### config.mk
export PLATFORM = sky130hd
export DESIGN_NAME = aprst_mac
export DESIGN_NICKNAME = d
export VERILOG_FILES = /design/src/hw/rtl/audio_predictor_restore_unit_macros.svh /design/src/hw/rtl/aprst_pkg.sv /design/src/hw/rtl/aprst_mac.sv
export SDC_FILE = /design/constraint.sdc
export NUM_CORES = 1
export LEC_CHECK = 0
export BUFFER_PORTS_ARGS = -buffer_cell sky130_fd_sc_hd__buf_2
export CAP_MARGIN = 30
export CORE_MARGIN = 4
export CORE_UTILIZATION = 38
export CTS_BUF_LIST = sky130_fd_sc_hd__clkbuf_16
export CTS_CLUSTER_DIAMETER = 80
export CTS_CLUSTER_SIZE = 40
export DETAILED_ROUTE_END_ITERATION = 8
export PLACE_DENSITY = 0.55
export SLEW_MARGIN = 20
export SYNTH_ARGS = -nofsm -noshare
export SYNTH_HDL_FRONTEND = slang
export SYNTH_SLANG_ARGS = --single-unit
### constraint.sdc
create_clock -name clk -period 14.5 [get_ports clk]
set_clock_uncertainty 0.1 [all_clocks]
set_input_delay 1.45 -clock clk [delete_from_list [all_inputs] [get_ports clk]]
set_output_delay 1.45 -clock clk [all_outputs]
set_load 0.05 [all_outputs]
### src/hw/rtl/audio_predictor_restore_unit_macros.svh
// Assertion helpers shared by the RTL of the predictor restore unit.
`ifndef AUDIO_PREDICTOR_RESTORE_UNIT_MACROS_SVH
`define AUDIO_PREDICTOR_RESTORE_UNIT_MACROS_SVH

// Same-cycle implication, disabled while reset is asserted.
`define APRU_ASSERT_NOW(lbl, c, r, pre, post, msg) \
  lbl: assert property (@(posedge c) disable iff (!r) (pre) |-> (post)) \
    else $error(msg);

// Next-cycle implication, disabled while reset is asserted.
`define APRU_ASSERT_NEXT(lbl, c, r, pre, post, msg) \
  lbl: assert property (@(posedge c) disable iff (!r) (pre) |=> (post)) \
    else $error(msg);

`endif

### src/hw/rtl/aprst_pkg.sv
package aprst_pkg;

  // Field widths
  localparam int SAMPLE_W    = 32;
  localparam int COEF_W      = 16;
  localparam int COEF_IDX_W  = 5;
  localparam int POS_W       = 6;
  localparam int ORDER_W     = 6;
  localparam int SHIFT_W     = 4;
  localparam int CFG_ADDR_W  = 2;
  localparam int CFG_DATA_W  = 6;

  // Default number of predictor taps (cells in the chain)
  localparam int MAX_ORDER_DEF = 32;

  // Highest fixed polynomial order
  localparam logic [ORDER_W-1:0] FIXED_ORDER_MAX = ORDER_W'(4);

  // Command codes
  localparam logic CMD_COEF   = 1'b0;
  localparam logic CMD_SAMPLE = 1'b1;

  // Predictor modes
  localparam logic MODE_FIXED = 1'b0;
  localparam logic MODE_LPC   = 1'b1;

  // Configuration register indexes
  localparam logic [CFG_ADDR_W-1:0] REG_MODE  = CFG_ADDR_W'(0);
  localparam logic [CFG_ADDR_W-1:0] REG_ORDER = CFG_ADDR_W'(1);
  localparam logic [CFG_ADDR_W-1:0] REG_SHIFT = CFG_ADDR_W'(2);

  typedef logic signed [SAMPLE_W-1:0] sample_t;
  typedef logic signed [COEF_W-1:0]   coef_t;

  // Control group driven from the sequencer into every cell
  typedef struct packed {
    logic                  rotate;   // circulate history and coefficients by one
    logic                  push;     // shift a new sample into the history
    logic                  coef_we;  // load one coefficient
    logic [COEF_IDX_W-1:0] coef_idx;
  } cell_ctrl_t;

endpackage

### src/hw/rtl/aprst_mac.sv
// Shared multiply-accumulate at the head of the cell chain, wraps at 32 bits.
module aprst_mac import aprst_pkg::*; (
  input  logic    clk,
  input  logic    rst_n,
  input  logic    clear,
  input  logic    take,
  input  coef_t   coef,
  input  sample_t hist,
  output sample_t acc
);

  logic signed [COEF_W+SAMPLE_W-1:0] full_w;
  logic [SAMPLE_W-1:0] prod_r;
  logic                prod_v_r;
  logic [SAMPLE_W-1:0] acc_r;

  assign full_w = coef * hist;

  // Product register
  always_ff @(posedge clk) begin
    prod_r <= full_w[SAMPLE_W-1:0];
  end

  // Accumulator, adding the registered product
  always_ff @(posedge clk) begin
    if (!rst_n) begin
      prod_v_r <= 1'b0;
      acc_r    <= '0;
    end else if (clear) begin
      prod_v_r <= 1'b0;
      acc_r    <= '0;
    end else begin
      prod_v_r <= take;
      if (prod_v_r) begin
        acc_r <= acc_r + prod_r;
      end
    end
  end

  assign acc = sample_t'(acc_r);

endmodule

Yosys cells after proc, flatten, opt, wreduce, memory -nomap -nowiden --
Cells that the tools add are included.
Storage, ports and cells: logic and storage cells 7, output and inout port bits 32, bits in registers 65, bits of input ports 52
Operators by class: add/sub/neg operators 1, multiply operators 1, bitwise gates (word level) 1, reductions and logical operators 1
Operators by type and width (count):
- 32-bit adder | 1
- 16-bit by 32-bit multiplier with 32-bit output | 1
- 2-bit OR reduction | 1
- 1-bit inverter | 1

Logic depth before layout (Yosys ltp) --
Gate-level depths: netlist (run 1).
depth after elaboration 2, mapped depth 24, gate-level depth less buffers 21

Worst setup path after synthesis (run 1) --
No wires, ideal clock.
kind input-to-reg, start in coef[3], end reg prod_r[22], slack 7.369 ns, data arrival time 6.966 ns, required time 14.335 ns, setup time 0.065 ns, path buffers 2, stages on the path 21, cell sequence clkbuf_1 clkbuf_1 nand2_1 fa_1 fa_1 fa_1 inv_1 fa_1 fa_1 inv_1 fa_1 inv_1 ha_1 a211o_1 a21oi_1 o2bb2ai_1 a21oi_1 a31oi_1 o21ai_0 a2111oi_0 nand4b_1
Between the ends: longest elaborated chain between the ends 1
RTL lines:
- from (decl) | line aprst_mac.sv:7 | input coef_t coef,
- 16-bit by 32-bit multiplier with 32-bit output | line aprst_mac.sv:17 | assign full_w = coef * hist;
- net full_w[22] | line aprst_mac.sv:12 | logic signed [COEF_W+SAMPLE_W-1:0] full_w;
- to (signal assigned) | line aprst_mac.sv:21 | prod_r <= full_w[SAMPLE_W-1:0];
- to (decl) | line aprst_mac.sv:13 | logic [SAMPLE_W-1:0] prod_r;
The timed path passes the listed nets, and every way through them passes these cells. A chain may end at the register's enable or synchronous reset.

Final worst setup path (run 1) --
start in coef[7], end reg prod_r[22]
The elaborated chain is that of the path after synthesis.

==> out/qor.csv, run 1 <==
stage,metric,value,unit
status,run status,"complete, no violations",
die,starting density of the core,38.7,%
synthesis,Synth cell types,61,
final_layout,Layout area overhead,7.43,%
synthesis,sequential cell area fraction in the yosys report,8.43,%
drt,mean number of vias per cell,4.94,
setup_path,CP bufs+invs,6,
synthesis,"synthesized-area fraction occupied by ao, oa, aoi and oai cells",8.59,%
synthesis,post-synthesis register bit count,65,
clocking,CTS Root Buffer Type,sky130_fd_sc_hd__clkbuf_16,
sta,portion of the clock cycle consumed by the worst path in the final layout,51.2,%
synthesis,leading area contributor after synthesis,sky130_fd_sc_hd__fa_1,
sta,Final Max Slew Viols,0,
job,Max-Cap Viols,0,
grt,antenna violations before repair,0,
setup_path,endpoint arrival time on the critical path,7590,ps
die,Die Width,210,µm
sta,RSZ-0062 raised after global routing,false,
sta,actual slew at the worst max-slew pin,865,ps
die,num rows,73,
clocking,clock slew seen by the registers of the worst setup and hold paths,50,ps
clocking,post-CTS setup repair buffer count,0,
synthesis,most repeated cell in the gate-level netlist after synthesis,sky130_fd_sc_hd__inv_1,
synthesis,Avg Inst Size Synth,8.61,µm²
drt,Iter 0 DRT Violations,565,
synthesis,post-synthesis cell count,1793,
clocking,number of buffers inserted during clock tree synthesis,9,
setup_path,cell-by-cell trace of the critical path,"buf_2, nand2_1, fa_1, inv_1, fa_1, inv_1, fa_1, inv_1, fa_1, fa_1, inv_1, fa_1, inv_1, ha_1, a211o_1, a21oi_1, o2bb2ai_1, a21oi_1, a31oi_1, o21ai_0, a2111oi_0, nand4b_1",
die,height of the die,210,µm
grt,remaining global-route overflow,0,
clocking,maximum root-to-sink buffer count,2,
synthesis,largest family of logic cells by synthesized area,adder cells,
placed_design,final HPWL from detailed placement,31900,µm
drt,number of iterations in the first detailed-routing pass,6,
die,Core Footprint,39900,µm²
setup_path,Worst path max stage delay,580,ps
clocking,hold bufs inserted after CTS,0,
synthesis,Post-synth ARST share,0,%
setup_path,startpoint-to-endpoint class of the critical path,in2reg,
die,Die Outline Area,43900,µm²
synthesis,Synth Area in Adders,49.5,%
clocking,sinks on the clock net,65,
setup_path,Critical Path Source Type,input pin,
setup_path,most numerous cell on the critical path,sky130_fd_sc_hd__fa_1,
grt,vias in the first global route,12400,
synthesis,proportion of synthesized area in mux cells,0.713,%
sta,number of endpoints failing setup at the final stage,0,
setup_path,maximum fanout encountered on the critical timing path,25,
synthesis,warning count from the yosys run,0,
final_layout,# nets final,2299,
setup_path,kind of capture point of the worst setup path,flip-flop,
drt,number of vias in the routed layout,11600,
final_layout,fillers,4053,
grt,pin count of the biggest net entering global routing,33,
placed_design,Buffers on Ports,83,
placed_design,GPL Wtd Cong,0.860,
final_layout,fraction of layout cells with a size suffix above 1,6.25,%
sta,Fmax,135,MHz
setup_path,family of cells with the greatest summed delay on the critical path,adder cells,
min_path,worst hold path class,reg2reg,
drt,Final Routed Wirelength,39600,µm
sta,post-layout min period,7420,ps
final_layout,Inserted Diodes,0,
synthesis,"share of synthesized cell area in and, or, nand and nor gates",17.2,%
clocking,clock tree from TritonCTS,built,
clocking,depth of the CTS H-tree,3,
drt,Remaining DRCs,0,
synthesis,share of the synthesized area in the top cell type,39.5,%
sta,Setup TNS,0,ps
die,number of placed I/O pins,84,
setup_path,Required @ worst endpoint,14660,ps
sta,Slew HR,42.0,%
grt,first-pass GRT wire length,65400,µm
setup_path,cell at the slowest stage of the critical path,sky130_fd_sc_hd__fa_1,
synthesis,cell area after technology mapping,15400,µm²
synthesis,largest cells by area after synthesis,"sky130_fd_sc_hd__fa_1 (40%), sky130_fd_sc_hd__inv_1 (10%), sky130_fd_sc_hd__ha_1 (10%), sky130_fd_sc_hd__dfxtp_1 (8.4%), sky130_fd_sc_hd__and2_1 (7.0%)",
clocking,latest clock arrival within the worst-skew pair,320,ps
drt,number of routed nets with antenna violations,0,
synthesis,number of enable-type register cells in the synthesized netlist,0,
grt,GR Util All Layers,18.4,%
synthesis,fraction of synthesized cell area in xor and xnor cells,3.80,%
synthesis,predominant post-synthesis flop cell,sky130_fd_sc_hd__dfxtp_1,
clocking,CTS resizes,0,
drt,average wire per standard cell,16.9,µm
synthesis,commonest cells in the netlist,"sky130_fd_sc_hd__inv_1 (412), sky130_fd_sc_hd__fa_1 (305), sky130_fd_sc_hd__nand2_1 (241)",
synthesis,number of nets produced by synthesis,2273,
sta,final-report hold violation count,0,
-- logic make-up (layout without fill, tap and decap cells) --
kind of cell | count (synthesis) | count (layout)
adder cells (fa/ha/maj) | 428 | 428
multiplexers | 11 | 11
flip-flops | 65 | 65
XOR/XNOR | 67 | 67
buffers and inverters | 484 | 515
AND/OR/NAND/NOR | 546 | 546
AO/OA/AOI/OAI | 192 | 192
-- worst min-delay path: cells and delay by family (launching register included) --
family           cells  cell delay [ps]
and+or+nand+nor      1               50
muxes                1               50
DFF                  1              310
-- metal layers --
layer  share of wire [%]  track usage (%)  vias to the layer above
met3                 4.6             1.84                       37
li1                    -                -                     5469
met2                  46             30.7                      251
met1                  48             26.4                     5854
met4                 1.4             3.22                        0
met5                   0                0                        -
-- state kept, by name (all words and copies together), names as in the netlist --
register  cells
acc          32
prod_r       32
prod_v_r      1
-- cell usage in the layout, fill, tap and decap left out, drive strengths merged, types with 16 or more instances in the layout --
cell	Yosys	layout
inv	412	413
fa	305	305
nand2	241	241
and2	172	172
ha	123	123
buf	5	86
dfxtp	65	65
nor2	53	53
a21oi	52	52
xnor2	51	51
o21ai	24	24
a21o	22	22
nor3	21	21
o21a	17	17
xor2	16	16
-- final timing paths --
path / startpoint / endpoint / slack (ps) / cells past startpoint
hold / removal: acc[31]$_SDFFE_PP0P_ / acc[31]$_SDFFE_PP0P_ / 360 / 2
setup / recovery: coef[7] / prod_r[22]$_DFF_P_ / 7080 / 22
setup reg to reg: acc[7]$_SDFFE_PP0P_ / acc[31]$_SDFFE_PP0P_ / 11280 / 9
hold reg to reg: acc[31]$_SDFFE_PP0P_ / acc[31]$_SDFFE_PP0P_ / 360 / 2
-- per-stage QoR --
step	setup slack [ps]	instances	instance area (µm²)	utilization (%)	hold WS, ps
final	7080	2349	16600	41.6	363
after global routing	6810	2349	16600	41.6	402
after CTS	7110	2349	16600	41.6	375
after detailed placement	6770	2333	16300	40.8	367
after global placement	6900	2333	16300	40.8	359
after floorplan	7370	1793	15400	-	451
-- final cells by class --
class                   instances  area (µm²)  share of cell area (%)
multi-input cells            1244       12300                    74.3
inverters                     413        1550                    9.34
flip-flops and latches         65        1300                    7.84
well taps                     525         657                    3.96
repair buffers                 86         438                    2.64
clock buffers                   9         225                    1.36
clock inverters                 7        93.8                   0.566
Power of run 1 is left out: the tool's default activity adds up to more than one toggle a clock period on the data nets, which glitch-free logic cannot reach.
==> run 2: changes to the inputs <==
--- a/config.mk
+++ b/config.mk
@@ -5,6 +5,7 @@
 export SDC_FILE = /design/constraint.sdc
 export NUM_CORES = 1
 export LEC_CHECK = 0
+export ABC_AREA = 1
 export BUFFER_PORTS_ARGS = -buffer_cell sky130_fd_sc_hd__buf_2
 export CAP_MARGIN = 30
 export CORE_MARGIN = 4
@@ -13,7 +14,7 @@
 export CTS_CLUSTER_DIAMETER = 80
 export CTS_CLUSTER_SIZE = 40
 export DETAILED_ROUTE_END_ITERATION = 8
-export PLACE_DENSITY = 0.55
+export PLACE_DENSITY = 0.57
 export SLEW_MARGIN = 20
 export SYNTH_ARGS = -nofsm -noshare
 export SYNTH_HDL_FRONTEND = slang
==> constraint.sdc (replaced) <==
create_clock -name clk -period 6.19 [get_ports clk]
set_clock_uncertainty 0.1 [all_clocks]
set_input_delay 0.619 -clock clk [delete_from_list [all_inputs] [get_ports clk]]
set_output_delay 0.619 -clock clk [all_outputs]
set_load 0.05 [all_outputs]
==> out/qor.csv, run 2 <==
stage,metric,value,unit
sta,Fin Hold WS,390,ps
final_layout,fraction of layout cells with a size suffix above 1,7.22,%
clocking,maximum root-to-sink buffer count,2,
sta,portion of the clock cycle consumed by the worst path in the final layout,93.8,%
die,Die Width,219,µm
synthesis,post-synthesis register bit count,65,
drt,Final Routed Wirelength,47200,µm
drt,number of routed nets with antenna violations,0,
sta,Final Max Slew Viols,0,
drt,average wire per standard cell,15.5,µm
sta,worst-case setup margin in the final layout,385,ps
final_layout,Post-Layout Inst Area,18400,µm²
clocking,sinks on the clock net,65,
setup_path,internal reg-to-reg setup slack,3740,ps
synthesis,number of nets produced by synthesis,2879,
die,Die Outline Area,47700,µm²
setup_path,Worst path max stage delay,520,ps
sta,number of endpoints failing setup at the final stage,0,
clocking,CTS Root Buffer Type,sky130_fd_sc_hd__clkbuf_16,
sta,Fmax,172,MHz
clocking,post-CTS setup repair buffer count,0,
clocking,clock tree from TritonCTS,built,
die,Core Footprint,43500,µm²
synthesis,leading area contributor after synthesis,sky130_fd_sc_hd__fa_1,
grt,antenna violations before repair,1,
final_layout,Inserted Diodes,0,
setup_path,cell-by-cell trace of the critical path,"buf_2, nand2_1, fa_1, inv_1, fa_1, inv_1, fa_1, inv_1, fa_1, fa_1, inv_1, fa_1, inv_1, ha_1, a21oi_1, o21ai_0, a21oi_1, nand3_1, nand2_1, nand2_1, xor2_1",
synthesis,predominant post-synthesis flop cell,sky130_fd_sc_hd__dfxtp_1,
setup_path,most numerous cell on the critical path,sky130_fd_sc_hd__fa_1,
placed_design,final HPWL from detailed placement,39800,µm
setup_path,startpoint-to-endpoint class of the critical path,in2reg,
sta,actual slew at the worst max-slew pin,894,ps
drt,number of vias in the routed layout,14400,
setup_path,CP bufs+invs,6,
sta,RSZ-0062 raised after global routing,false,
final_layout,Layout area overhead,9.48,%
setup_path,cell at the slowest stage of the critical path,sky130_fd_sc_hd__fa_1,
placed_design,GPL Wtd Cong,0.882,
setup_path,Required @ worst endpoint,6320,ps
final_layout,register cell area after layout,1300,µm²
die,height of the die,219,µm
synthesis,Synth cell types,44,
drt,mean number of vias per cell,4.73,
drt,number of iterations in the first detailed-routing pass,5,
drt,Remaining DRCs,0,
final_layout,total area of multi-input combinational cells,12500,µm²
synthesis,post-synthesis cell count,2399,
placed_design,Buffers on Ports,83,
synthesis,Avg Inst Size Synth,7.02,µm²
synthesis,most repeated cell in the gate-level netlist after synthesis,sky130_fd_sc_hd__inv_1,
synthesis,commonest cells in the netlist,"sky130_fd_sc_hd__inv_1 (722), sky130_fd_sc_hd__nand2_1 (644), sky130_fd_sc_hd__fa_1 (305)",
grt,vias in the first global route,15600,
clocking,latest clock arrival within the worst-skew pair,330,ps
drt,Iter 0 DRT Violations,772,
sta,post-layout min period,5810,ps
status,run status,"complete, no violations",
die,starting density of the core,38.8,%
min_path,worst hold path class,in2reg,
final_layout,# nets final,2942,
clocking,clock slew seen by the registers of the worst setup and hold paths,60,ps
synthesis,share of the synthesized area in the top cell type,36.3,%
synthesis,Post-synth ARST share,0,%
placed_design,worst slack at placement,-108,ps
sta,Slew HR,40.2,%
sta,final-report hold violation count,0,
clocking,hold bufs inserted after CTS,0,
die,num rows,76,
clocking,number of buffers inserted during clock tree synthesis,9,
setup_path,endpoint arrival time on the critical path,5930,ps
setup_path,kind of capture point of the worst setup path,flip-flop,
job,Max-Cap Viols,0,
synthesis,number of enable-type register cells in the synthesized netlist,0,
synthesis,largest cells by area after synthesis,"sky130_fd_sc_hd__fa_1 (36%), sky130_fd_sc_hd__inv_1 (16%), sky130_fd_sc_hd__nand2_1 (14%), sky130_fd_sc_hd__ha_1 (9.1%), sky130_fd_sc_hd__dfxtp_1 (7.7%)",
grt,remaining global-route overflow,0,
final_layout,fillers,4546,
grt,GR Util All Layers,20.5,%
final_layout,"commonest non-fill, non-tap cell in the layout",sky130_fd_sc_hd__inv_1,
final_layout,most used cells in the layout excluding fill and tap cells,"sky130_fd_sc_hd__inv_1 (723), sky130_fd_sc_hd__nand2_1 (644), sky130_fd_sc_hd__fa_1 (305)",
setup_path,Critical Path Source Type,input pin,
setup_path,family of cells with the greatest summed delay on the critical path,adder cells,
die,number of placed I/O pins,84,
placed_design,instance area at placement,18100,µm²
synthesis,sequential cell area fraction in the yosys report,7.73,%
synthesis,cell area after technology mapping,16800,µm²
clocking,depth of the CTS H-tree,3,
grt,first-pass GRT wire length,78500,µm
setup_path,maximum fanout encountered on the critical timing path,22,
grt,pin count of the biggest net entering global routing,55,
synthesis,warning count from the yosys run,0,
run 2: cell count changes after synthesis, sizes merged, moves of 22 or more:
cell   previous run  this run
nand2           241       649
inv             412       724
and2            172         0
nor2             53       143
nand3            15        80
xnor2            51         9
o21ai            24        46
run 2: per-stage QoR:
| stage | util (%) | setup TNS (ps) | cells |
|---|---|---|---|
| floorplan | - | 0 | 2399 |
| global placement | 41.8 | -51.1 | 3036 |
| detailed placement | 41.8 | -141 | 3036 |
| CTS | 42.4 | 0 | 3051 |
| global route | 42.4 | 0 | 3051 |
| finish | 42.4 | 0 | 3051 |
run 2: path summary, 6_finish.rpt:
path / from / endpoint / cells after the start
hold / removal: take / prod_v_r$_SDFF_PP0_ / 3
hold reg to reg: acc[0]$_SDFFE_PP0P_ / acc[0]$_SDFFE_PP0P_ / 2
setup / recovery: coef[5] / prod_r[27]$_DFF_P_ / 21
setup reg to reg: acc[0]$_SDFFE_PP0P_ / acc[26]$_SDFFE_PP0P_ / 13
run 2: tightest hold or removal path, cell delays in order:
cell and delay, ps:
sky130_fd_sc_hd__buf_2 100, sky130_fd_sc_hd__inv_1 40, sky130_fd_sc_hd__nor2_1 30
run 2: per-layer routing:
metal  routed length, µm  vias to the layer above  global-route usage, %
met5                   7                        -                      0
met4                1470                        2                   5.96
met3                2310                       98                   1.90
met2               23700                      404                   37.9
met1               19700                     6956                   25.5
li1                    -                     6980                      -
run 2: area by class of cell:
class / count / share of cell area [%]
Tap cell: 585 / 3.97
Multi-Input combinational cell: 1522 / 67.6
Timing Repair Buffer: 140 / 5.05
Clock buffer: 9 / 1.22
Sequential cell: 65 / 7.06
Clock inverter: 6 / 0.333
Inverter: 724 / 14.7
run 2: cell families (layout without fill, tap and decap cells):
logic type,after synthesis,after routing,synth area share [%]
and+or+nand+nor,915,915,21.9
buffers and inverters,812,879,18.3
adders and majority gates,428,428,45.4
AOI/OAI and AO/OA,144,144,4.91
DFF,65,65,7.73
xor gates and xnor gates,35,35,1.82
run 2: repair_timing:
| action | CTS | global route |
|---|---|---|
| setup endpoints to repair | 0 | 2 |
| gates resized for setup | 0 | 1 |
| endpoints found under the hold margin | 0 | 0 |
Power of run 2 is left out for the same reason.
