===== config.mk =====
export PLATFORM = sky130hd
export DESIGN_NAME = aprst_cell
export DESIGN_NICKNAME = d
export VERILOG_FILES = /design/src/hw/rtl/audio_predictor_restore_unit_macros.svh /design/src/hw/rtl/aprst_pkg.sv /design/src/hw/rtl/aprst_cell.sv
export SDC_FILE = /design/constraint.sdc
export NUM_CORES = 1
export LEC_CHECK = 0
export BUFFER_PORTS_ARGS = -buffer_cell sky130_fd_sc_hd__clkbuf_2
export CORE_MARGIN = 2
export CORE_UTILIZATION = 41
export CTS_CLUSTER_DIAMETER = 60
export DETAILED_ROUTE_END_ITERATION = 12
export PLACE_DENSITY = 0.8
export SETUP_SLACK_MARGIN = 0.5
export SYNTH_ARGS = -nofsm -noshare
export SYNTH_HDL_FRONTEND = slang
export SYNTH_SLANG_ARGS = --single-unit

===== constraint.sdc =====
create_clock -name clk -period 1.4 [get_ports clk]
set_input_delay 0.14 -clock clk [delete_from_list [all_inputs] [get_ports clk]]
set_output_delay 0.14 -clock clk [all_outputs]
set_load 0.1 [all_outputs]

===== src/hw/rtl/audio_predictor_restore_unit_macros.svh =====
// Assertion helpers shared by the RTL of the predictor restore unit.
`ifndef AUDIO_PREDICTOR_RESTORE_UNIT_MACROS_SVH
`define AUDIO_PREDICTOR_RESTORE_UNIT_MACROS_SVH

// Same-cycle implication, disabled while reset is asserted.
`define APRU_ASSERT_NOW(lbl, c, r, pre, post, msg) \
  lbl: assert property (@(posedge c) disable iff (!r) (pre) |-> (post)) \
    else $error(msg);

// Next-cycle implication, disabled while reset is asserted.
`define APRU_ASSERT_NEXT(lbl, c, r, pre, post, msg) \
  lbl: assert property (@(posedge c) disable iff (!r) (pre) |=> (post)) \
    else $error(msg);

`endif


===== src/hw/rtl/aprst_pkg.sv =====
package aprst_pkg;

  // Field widths
  localparam int SAMPLE_W    = 32;
  localparam int COEF_W      = 16;
  localparam int COEF_IDX_W  = 5;
  localparam int POS_W       = 6;
  localparam int ORDER_W     = 6;
  localparam int SHIFT_W     = 4;
  localparam int CFG_ADDR_W  = 2;
  localparam int CFG_DATA_W  = 6;

  // Default number of predictor taps (cells in the chain)
  localparam int MAX_ORDER_DEF = 32;

  // Highest fixed polynomial order
  localparam logic [ORDER_W-1:0] FIXED_ORDER_MAX = ORDER_W'(4);

  // Command codes
  localparam logic CMD_COEF   = 1'b0;
  localparam logic CMD_SAMPLE = 1'b1;

  // Predictor modes
  localparam logic MODE_FIXED = 1'b0;
  localparam logic MODE_LPC   = 1'b1;

  // Configuration register indexes
  localparam logic [CFG_ADDR_W-1:0] REG_MODE  = CFG_ADDR_W'(0);
  localparam logic [CFG_ADDR_W-1:0] REG_ORDER = CFG_ADDR_W'(1);
  localparam logic [CFG_ADDR_W-1:0] REG_SHIFT = CFG_ADDR_W'(2);

  typedef logic signed [SAMPLE_W-1:0] sample_t;
  typedef logic signed [COEF_W-1:0]   coef_t;

  // Control group driven from the sequencer into every cell
  typedef struct packed {
    logic                  rotate;   // circulate history and coefficients by one
    logic                  push;     // shift a new sample into the history
    logic                  coef_we;  // load one coefficient
    logic [COEF_IDX_W-1:0] coef_idx;
  } cell_ctrl_t;

endpackage


===== src/hw/rtl/aprst_cell.sv =====
// One predictor tap: holds one history sample and its coefficient.
module aprst_cell import aprst_pkg::*; #(
  parameter int CELL_IDX = 0
) (
  input  logic       clk,
  input  logic       rst_n,
  input  cell_ctrl_t ctrl,
  input  sample_t    rot_h_in,   // from the next cell (wraps at the tail)
  input  coef_t      rot_c_in,
  input  sample_t    push_h_in,  // from the previous cell or the new result
  input  coef_t      coef_wdata,
  output sample_t    h_out,
  output coef_t      c_out
);

  sample_t h_r;
  coef_t   c_r;
  logic    sel_w;

  assign sel_w = ctrl.coef_we && (ctrl.coef_idx == COEF_IDX_W'(CELL_IDX));

  // History / coefficient storage
  always_ff @(posedge clk) begin
    if (!rst_n) begin
      h_r <= '0;
      c_r <= '0;
    end else if (ctrl.rotate) begin
      h_r <= rot_h_in;
      c_r <= rot_c_in;
    end else begin
      if (ctrl.push) begin
        h_r <= push_h_in;
      end
      if (sel_w) begin
        c_r <= coef_wdata;
      end
    end
  end

  assign h_out = h_r;
  assign c_out = c_r;

endmodule


# Word level (Yosys, flattened, before mapping)
# Index checks and enable logic that the tools add are counted.
word_totals:
  ff_bits: 48
  out_inout_bits: 48
  wordCells: 10
op_classes:
  mux: 4
  n_reduce_logical: 4
op_table:
  columns: ["cell", "n"]
  rows:
  - ["$mux W32", 2]
  - ["$mux W16", 2]
  - ["$logic_not A5 Y1", 1]
  - ["$reduce_bool A2 Y1", 2]
  - ["$logic_and A1 B1 Y1", 1]

# Logic depth before layout (Yosys ltp)
# Gate-level depths: netlist (run 1).
depth:
  depth_word: 4
  mapped_depth: 5
  ltp_nobuf: 3

# Least setup slack after synthesis (run 1)
# OpenSTA, ideal clock, no wires.
synth_path:
  path_type: "flip-flop to flip-flop"
  from: "reg h_out[29] (netlist name)"
  to: "reg h_r[29], in the netlist h_out[29]"
  setup_time_ps: 59
  arrival_time_ps: 1299
  required_time_ps: 1341
  slack_ps: 42
  path_stages_with_launch: 4
  path_buffers: 0
  period_less_slack_ps: 1358
  path_cell_list: "dfxtp_1 -> mux2i_1 -> nand2_1 -> o211a_1"
synth_lines:
  columns: ["element", "line", "text"]
  rows:
  - ["end signal, assigned", "aprst_cell.sv:28", "h_r <= rot_h_in;"]
  - ["end signal, assigned", "aprst_cell.sv:32", "h_r <= push_h_in;"]
  - ["end, declared", "aprst_cell.sv:16", "sample_t h_r;"]

# Worst setup path after layout (run 1)
layout_path:
  from: "reg h_r[14], in the netlist h_out[14]"
  to: "out h_out[14]"
layout_lines:
  columns: ["element", "line", "text"]
  rows:
  - ["end, declared", "aprst_cell.sv:12", "output sample_t h_out,"]
# No word-level cell between the ends.

==> impl_metrics.tcl, run 1 <==
set metrics [dict create \
    result_of_the_run "finished, final reports clean" \
    synth.avg_cell_area_um2 9.32 \
    report.final.setup_viol 0 \
    first_global_vias 2541 \
    synthMostInstantiatedCell "sky130_fd_sc_hd__dfxtp_1" \
    min_period_ps 1030 \
    post_detailed_route_drc_marker_count 0 \
    synth_fp_nets 344 \
    grt_start_max_net_pins 51 \
    critical_path_peak_fanout 2 \
    netlist_instances 238 \
    final_max_slew_viol_count 0 \
    fin_area_um2 4410 \
    timing_worst_setup_path_type "register to output port" \
    netlist.area_leader.share 0.433 \
    synth_commonest_cells "sky130_fd_sc_hd__dfxtp_1 (48), sky130_fd_sc_hd__mux2i_1 (32), sky130_fd_sc_hd__nand2_1 (32), sky130_fd_sc_hd__o211a_1 (32), sky130_fd_sc_hd__o21ai_0 (22)" \
    drtPass1Iterations 4 \
    leakage_nw 2.25 \
    rsz0062_at_grt "true" \
    cellPowerDensity_nw_per_um2 964 \
    synth_enable_flop_cells 0 \
    peakVddDrop_mv 0.592 \
    antennaDiodeCount 0 \
    synth_top_cell_by_area "sky130_fd_sc_hd__dfxtp_1" \
    die-area_um2 6010 \
    critPathSlowestCell "sky130_fd_sc_hd__dfxtp_4" \
    cts_buffer_depth 2 \
    sequential_cell_area_um2 1100 \
    detail_route.wl_per_cell_um 19.1 \
    layout.nets 499 \
    clock_tree_from_tritoncts "built" \
    pin_count 154 \
    cp_data_arrival_time_ps 890 \
    worstPathCellList "clkbuf_16" \
    die-width_um 77.6 \
    placed_area_um2 3190 \
    critical_path_required_ps 1260 \
    initial_utilization 0.429 \
    synth_sequential_area_ratio 0.433 \
    crit_path_start_kind "register" \
    placementRows 26 \
    detailedPlacementHpwl_um 4560 \
    fmax_mhz 973 \
    footprint_of_the_multi_input_gates_um2 1190 \
    tritoncts_buffers 5 \
    drv_cap 0 \
    area_growth_pct 98.6 \
    global_routing_usage_summed_across_all_routing_layers 0.278 \
    htreeDepth 2 \
    postSynth.topFlopCell "sky130_fd_sc_hd__dfxtp_1" \
    timing.critical_path.max_delay_family "flip-flops" \
    detailedRoute.firstIterationViolations 166 \
    yosys_register_bits 48 \
    yosysWarnings 0 \
    cts_hold_buf 0 \
    worst_slew_pin_slew_ps 478 \
    clock_insertion_delay_worst_skew_ps 290 \
    n_fill_cell 265 \
    utilization 0.852 \
    gr-total-overflow 0 \
    finalWeightedCongestion 0.747 \
    cts_sink_count 48 \
    syn_area_um2 2220 \
    cts.reportedPaths.clkPinSlew_ps 90 \
    worstSetupEndpointType "output port" \
    grt_pass1_wl_um 13100 \
    grt_antenna_before_repair 0 \
    finalSetupTns_ps 0 \
    die_y_um 77.6 \
    clockRootBuffer "sky130_fd_sc_hd__clkbuf_8" \
    relSlewSlack 0.681 \
    netlist-cell-type-count 18 \
    final.setup_skew_ps 0 \
    finalCritPeriodShare 0.734 \
    synthTopCellsByArea "sky130_fd_sc_hd__dfxtp_1 (43%), sky130_fd_sc_hd__mux2i_1 (14%), sky130_fd_sc_hd__o211a_1 (14%)" \
    postRouteAntennaNets 0 \
    synth-async-reset-ratio 0 \
    placement.io_buffers 153 \
    r2r_setup_slack_ps 430 \
    postRouteWirelength_um 8850 \
    core_um2 5170 \
    via_count 2559 \
    via_per_inst 5.52 \
    worst_path_largest_cell_delay_ps 390 \
    timing_hold_violations_final 0 \
    critPathBufInv 1 \
    worstHoldPathType "input port to register" \
    layout-drive-gt1-share 0.612 \
]
placed cells by master, fill, tap and decap left out, types with 7 or more instances in the layout:
master / instances
sky130_fd_sc_hd__o211a_1: 32
sky130_fd_sc_hd__clkbuf_16: 48
sky130_fd_sc_hd__dfxtp_4: 31
sky130_fd_sc_hd__a21oi_1: 16
sky130_fd_sc_hd__a31oi_1: 16
sky130_fd_sc_hd__mux2i_1: 32
sky130_fd_sc_hd__buf_4: 15
sky130_fd_sc_hd__o21ai_2: 9
sky130_fd_sc_hd__dfxtp_2: 17
sky130_fd_sc_hd__o21ai_1: 7
sky130_fd_sc_hd__clkbuf_2: 102
sky130_fd_sc_hd__o21ai_0: 16
sky130_fd_sc_hd__nand2_1: 32
registers in the layout, indices dropped and copies added, names as in the netlist:
register	count
c_out	16
h_out	32
cell families (layout without fill, tap and decap cells):
group	Yosys count	count (layout)	share of synthesized area
flip-flops	48	48	0.433
multiplexers	32	32	0.144
AND/OR/NAND/NOR	36	37	0.0688
AO/OA/AOI/OAI	96	96	0.299
buffers and inverters	26	181	0.0541
metrics by stage:
step	total power [W]	setup WS, ps	hold slack [ps]	std cells
6_report	0.00425	373	59.4	464
5_1_grt	0.00439	348	60.5	464
4_1_cts	0.00416	382	51.6	454
3_5_place_dp	0.00289	-177	367	443
3_3_place_gp	0.00287	-92.7	362	443
2_1_floorplan	0.00259	199	277	238
area by class of cell:
type                       instances  area share
clock buffer                       8      0.0204
timing repair buffer             172       0.439
tap                               70      0.0199
inverter                           1    0.000852
multi-input combinational        165       0.271
sequential                        48       0.249
routing by layer:
layer	wire length, µm	global-route usage	share of wire
met1	3300	0.309	0.37
met2	4680	0.505	0.53
met5	0	0	0
met3	610	0.0581	0.069
met4	259	0.130	0.029
final timing paths:
check	cells past startpoint	to	start
max	1	h_out[14]	h_out[14]$_SDFFE_PN0P_
min	2	h_out[7]$_SDFFE_PN0P_	rot_h_in[7]
max reg2reg	4	h_out[24]$_SDFFE_PN0P_	h_out[24]$_SDFFE_PN0P_
min reg2reg	2	c_out[12]$_SDFFE_PN0P_	c_out[12]$_SDFFE_PN0P_
report_power, final:
group | internal (W) | switching, W
clock | 0.000404 | 0.000452
combinational | 0.000747 | 0.00107
sequential | 0.00147 | 0.000105
total | 0.00262 | 0.00163
timing repair:
| item | 4_1_cts | 5_1_grt |
|---|---|---|
| gates cloned | 1 | 0 |
| buffers inserted | 2 | 10 |
| gates resized for setup | 151 | 22 |
| setup endpoints to repair | 64 | 66 |
| endpoints found under the hold margin | 0 | 0 |
| pin swaps | 1 | 6 |
Power figures use the tool's default switching activity.
==> run 2: changes to the inputs <==
CORE_UTILIZATION = 37   (was 41)
PLACE_DENSITY = 0.76   (was 0.8)
clock period = 0.9 ns   (was 1.4 ns; I/O delays follow)
==> run 2 against run 1 <==
Clock power grew 110%. Via count shrank 5.1%. Power increased by 62%. Global-route usage fell by 7.0 points. Flip-flop and latch count stayed put. Cell area down 2.0%. Critical path type unchanged. The run now ends with setup timing left. Worst setup slack lost 390 ps. Non-clock buffer count increased by 3. Combinational power increased by 48%. Clock skew stayed put.
==> impl_metrics.tcl, run 2 (synthesis results as in run 1) <==
set metrics [dict create \
    result_of_the_run "finished, violations left" \
    violations_in_the_final_reports "setup timing" \
    leakage_nw 2.17 \
    cp_data_arrival_time_ps 830 \
    antennaDiodeCount 0 \
    critPathBufInv 1 \
    core_um2 5850 \
    placementRows 28 \
    grt_start_max_net_pins 44 \
    timing_worst_setup_path_type "register to output port" \
    cts_hold_buf 0 \
    placement.io_buffers 153 \
    worstHoldPathType "input port to register" \
    gr-total-overflow 0 \
    timing_hold_violations_final 0 \
    timing.reg2reg.worst_path_depth 3 \
    via_per_inst 5.16 \
    detailedPlacementHpwl_um 5290 \
    fmax_mhz 1080 \
    grt_pass1_wl_um 10900 \
    peakVddDrop_mv 0.787 \
    worst_slew_pin_slew_ps 373 \
    clockRootBuffer "sky130_fd_sc_hd__clkbuf_8" \
    detail_route.wl_per_cell_um 14.9 \
    post-place-cells 455 \
    post_detailed_route_drc_marker_count 0 \
    min_delay_startpoint "rot_h_in[12]" \
    crit_path_start_kind "register" \
    via_count 2429 \
    first_global_vias 2405 \
    cts.reportedPaths.clkPinSlew_ps 80 \
    initial_utilization 0.379 \
    cellPowerDensity_nw_per_um2 1590 \
    area_growth_pct 94.6 \
    postRouteWirelength_um 7010 \
    timing.hold.ws_ps 19.2 \
    hold-path-cell-count 2 \
    largest_reg_flops 32 \
    report.final.setup_viol 49 \
    final.setup_skew_ps 0 \
    worstPathCellList "buf_12" \
    die-width_um 81.4 \
    critical_path_peak_fanout 2 \
    layout.nets 502 \
    r2r_start "h_out[20]$_SDFFE_PN0P_" \
    clock_tree_from_tritoncts "built" \
    tritoncts_buffers 5 \
    post_layout_worst_setup_margin_ps -21.9 \
    worstSetupEndpointType "output port" \
    fin_cells 471 \
    critPathSlowestCell "sky130_fd_sc_hd__dfxtp_4" \
    timing.critical_path.max_delay_family "flip-flops" \
    worst_path_largest_cell_delay_ps 380 \
    postRouteAntennaNets 0 \
    die-area_um2 6630 \
    pin_count 154 \
    drv_cap 0 \
    clock_insertion_delay_worst_skew_ps 280 \
    cp_num_cells 1 \
    cts_buffer_depth 2 \
    htreeDepth 2 \
    most_frequent_cells_in_the_layout "sky130_fd_sc_hd__clkbuf_2 (103), sky130_fd_sc_hd__buf_12 (52), sky130_fd_sc_hd__dfxtp_4 (48)" \
    rsz0062_at_grt "true" \
    global_routing_usage_summed_across_all_routing_layers 0.208 \
    grt_antenna_before_repair 0 \
    worstSetupStartpoint "c_out[15]$_SDFFE_PN0P_" \
    die_y_um 81.4 \
    critical_path_required_ps 810 \
    detailedPlace.worstSlack_ps -560 \
    relSlewSlack 0.751 \
    min_period_ps 922 \
    cts_sink_count 48 \
    finalWeightedCongestion 0.802 \
    detailedRoute.firstIterationViolations 48 \
    layout-drive-gt1-share 0.629 \
    layout.cells.most_common "sky130_fd_sc_hd__clkbuf_2" \
    drtPass1Iterations 5 \
    final_max_slew_viol_count 0 \
    finalCritPeriodShare 1.02 \
]
[run 2: layout make-up]
class	instances	area [µm²]
Inverter	1	3.75
Tap cell	75	93.8
Clock buffer	5	68.8
Timing Repair Buffer	175	1730
Clock inverter	2	60.1
Multi-Input combinational cell	165	1220
Sequential cell	48	1140
Fill cell	414	1530
[run 2: path summary, 6_finish.rpt]
| check | to | slack [ps] |
|---|---|---|
| hold / removal | h_out[12]$_SDFFE_PN0P_ | 20 |
| setup / recovery | c_out[15] | -20 |
| hold reg to reg | c_out[11]$_SDFFE_PN0P_ | 490 |
| setup reg to reg | h_out[20]$_SDFFE_PN0P_ | 100 |
[run 2: through the flow]
stage	TNS [ps]	instance area, µm²	utilization	total power [W]
global placement	-8210	4020	0.687	0.00505
floorplan	-3450	2440	-	0.00400
finish	-447	4320	0.738	0.00688
global route	-2010	4320	0.738	0.00716
CTS	-1150	4270	0.730	0.00694
detailed placement	-8850	4020	0.687	0.00509
[run 2: report_power, final]
part           switching, W  total, W  internal (W)
Combinational       0.00162   0.00270       0.00108
Clock              0.000664   0.00176       0.00109
Sequential         0.000169   0.00243       0.00226
[run 2: timing repair]
item                                    4_1_cts  5_1_grt
cloned                                        2        0
endpoints found under the setup margin       96       96
resized for setup                            22       11
buffers inserted                              6        1
pin swaps                                     9       14
[run 2: per-layer routing]
metal,track usage,routed length [µm],vias to the layer above
met5,0,0,-
met4,0.0627,104,0
met3,0.0571,648,15
met2,0.403,3770,120
met1,0.215,2490,1100
li1,-,-,1194
==> run 3: changes to the inputs <==
CTS_BUF_LIST = sky130_fd_sc_hd__clkbuf_16   (was not set)
GPL_ROUTABILITY_DRIVEN = 0   (was not set)
REMOVE_ABC_BUFFERS = 1   (was not set)
==> run 3 against run 2 <==
The run still ends with setup timing left. Hold slack gained 14 ps. Die area is the same. Clock power is essentially flat. Sequential power grew 2%. Cell area shrank 2.9%. Worst setup slack lost 37 ps. Critical endpoint is now c_out[2]$_SDFFE_PN0P_. Largest cell class unchanged. Largest power group unchanged.
==> impl_metrics.tcl, run 3 (synthesis results as in run 1) <==
set metrics [dict create \
    critPathSlowestCell "sky130_fd_sc_hd__or4_4" \
    critPathBufInv 2 \
    r2r_setup_slack_ps 140 \
    grt_start_max_net_pins 49 \
    timing.reg2reg.worst_path_depth 3 \
    placed_area_um2 3870 \
    hold_end "h_out[16]$_SDFFE_PN0P_" \
    initial_utilization 0.379 \
    die-area_um2 6630 \
    largest_reg_flops 32 \
    fmax_mhz 1040 \
    grt_antenna_before_repair 0 \
    rsz0062_at_grt "true" \
    critical_path_peak_fanout 8 \
    min_period_ps 959 \
    postRouteAntennaNets 0 \
    worstSetupEndpointType "register" \
    htreeDepth 2 \
    tritoncts_buffers 5 \
    core_um2 5850 \
    cts_sink_count 48 \
    detail_route.wl_per_cell_um 15.6 \
    placementRows 28 \
    cts_hold_buf 0 \
    cts_buffer_depth 2 \
    detailedPlacementHpwl_um 5410 \
    worst_slew_pin_slew_ps 682 \
    cellPowerDensity_nw_per_um2 1650 \
    fin_area_um2 4190 \
    n_fill_cell 421 \
    most_frequent_cells_in_the_layout "sky130_fd_sc_hd__clkbuf_2 (105), sky130_fd_sc_hd__buf_12 (53), sky130_fd_sc_hd__dfxtp_2 (46)" \
    area_growth_pct 88.9 \
    clock_tree_from_tritoncts "built" \
    finalSetupTns_ps -658 \
    min_delay_startpoint "rot_h_in[16]" \
    cp_data_arrival_time_ps 1120 \
    gr-total-overflow 0 \
    leakage_nw 2.16 \
    result_of_the_run "finished, violations left" \
    worst_path_largest_cell_delay_ps 550 \
    clock_insertion_delay_worst_skew_ps 270 \
    pin_count 154 \
    hold-path-cell-count 2 \
    relSlewSlack 0.543 \
    finalCritPeriodShare 1.07 \
    postRouteWirelength_um 7360 \
    timing.hold.ws_ps 32.7 \
    r2r_start "h_out[9]$_SDFFE_PN0P_" \
    drtPass1Iterations 4 \
    timing_worst_setup_path_type "input port to register" \
    die_y_um 81.4 \
    first_global_vias 2439 \
    timing.critical_path.max_delay_family "simple AND/OR/NAND/NOR gates" \
    antennaDiodeCount 0 \
    final_max_slew_viol_count 0 \
    layout-drive-gt1-share 0.616 \
    die-width_um 81.4 \
    drv_cap 0 \
    violations_in_the_final_reports "setup timing" \
    crit_path_start_kind "input port" \
    peakVddDrop_mv 1.26 \
    report.final.setup_viol 22 \
    detailedRoute.firstIterationViolations 85 \
    post_layout_worst_setup_margin_ps -59.3 \
    cts.reportedPaths.clkPinSlew_ps 60 \
    via_count 2485 \
    layout.cells.most_common "sky130_fd_sc_hd__clkbuf_2" \
    via_per_inst 5.25 \
    placement.io_buffers 153 \
    global_routing_usage_summed_across_all_routing_layers 0.212 \
    layout.nets 503 \
    crit-reg2reg-capture "h_out[9]$_SDFFE_PN0P_" \
    grt_pass1_wl_um 10900 \
    timing_hold_violations_final 0 \
    final.setup_skew_ps 0 \
    cp_num_cells 5 \
    critical_path_required_ps 1060 \
    worstHoldPathType "input port to register" \
    clockRootBuffer "sky130_fd_sc_hd__clkbuf_16" \
    post_detailed_route_drc_marker_count 0 \
    worstPathCellList "clkbuf_2 -> or4_4 -> buf_6 -> o21ai_1 -> a21oi_1" \
]
run 3: worst reg2reg max path: stages, from the launching register on:
cell and delay (ps):
sky130_fd_sc_hd__dfxtp_2 340, sky130_fd_sc_hd__mux2i_1 130, sky130_fd_sc_hd__nand2_1 60, sky130_fd_sc_hd__o211a_1 120
run 3: what timing repair did:
action / in CTS / in global routing
buffers inserted: 3 / 2
resized for setup: 62 / 14
hold endpoints to repair: 0 / 0
endpoints found under the setup margin: 96 / 96
gates cloned: 1 / 1
pin swaps: 39 / 10
run 3: power by group:
group	internal [W]	switching [W]	total (W)
registers	0.00232	0.000166	0.00249
clock network	0.00101	0.000730	0.00174
logic	0.00107	0.00163	0.00270
run 3: how the worst max path moves through the flow:
stage	startpoint	end
finish	ctrl[2]	c_out[2]$_SDFFE_PN0P_
global route	ctrl[5]	c_out[15]$_SDFFE_PN0P_
detailed placement	ctrl[5]	c_out[2]$_SDFFE_PN0P_
global placement	ctrl[5]	c_out[15]$_SDFFE_PN0P_
floorplan	h_out[29]$_SDFFE_PN0P_	h_out[29]$_SDFFE_PN0P_
CTS	ctrl[2]	c_out[14]$_SDFFE_PN0P_
run 3: area by class of cell:
cell class                      count  area, µm²  share of cell area
Clock buffer                        5        125              0.0299
Clock inverter                      3       13.8             0.00328
Inverter                            1       3.75            0.000896
Multi-Input combinational cell    164       1180               0.283
Sequential cell                    48       1030               0.245
Tap cell                           75       93.8              0.0224
Timing Repair Buffer              177       1740               0.416
run 3: stage by stage:
stage / setup slack, ps / power (W) / utilization / cells
2_1_floorplan: -469 / 0.00391 / - / 213
3_3_place_gp: -509 / 0.00508 / 0.662 / 458
3_5_place_dp: -554 / 0.00514 / 0.662 / 458
4_1_cts: -40.8 / 0.00696 / 0.706 / 470
5_1_grt: -102 / 0.00719 / 0.716 / 473
6_report: -59.3 / 0.00692 / 0.716 / 473
run 3: metal layers:
| metal | wire length, µm | up-vias | global-route usage | share of wire |
|---|---|---|---|---|
| li1 | - | 1199 | - | - |
| met1 | 2510 | 1147 | 0.213 | 0.34 |
| met2 | 4150 | 121 | 0.420 | 0.56 |
| met3 | 474 | 18 | 0.0363 | 0.064 |
| met4 | 225 | 0 | 0.0949 | 0.031 |
| met5 | 0 | - | 0 | 0 |
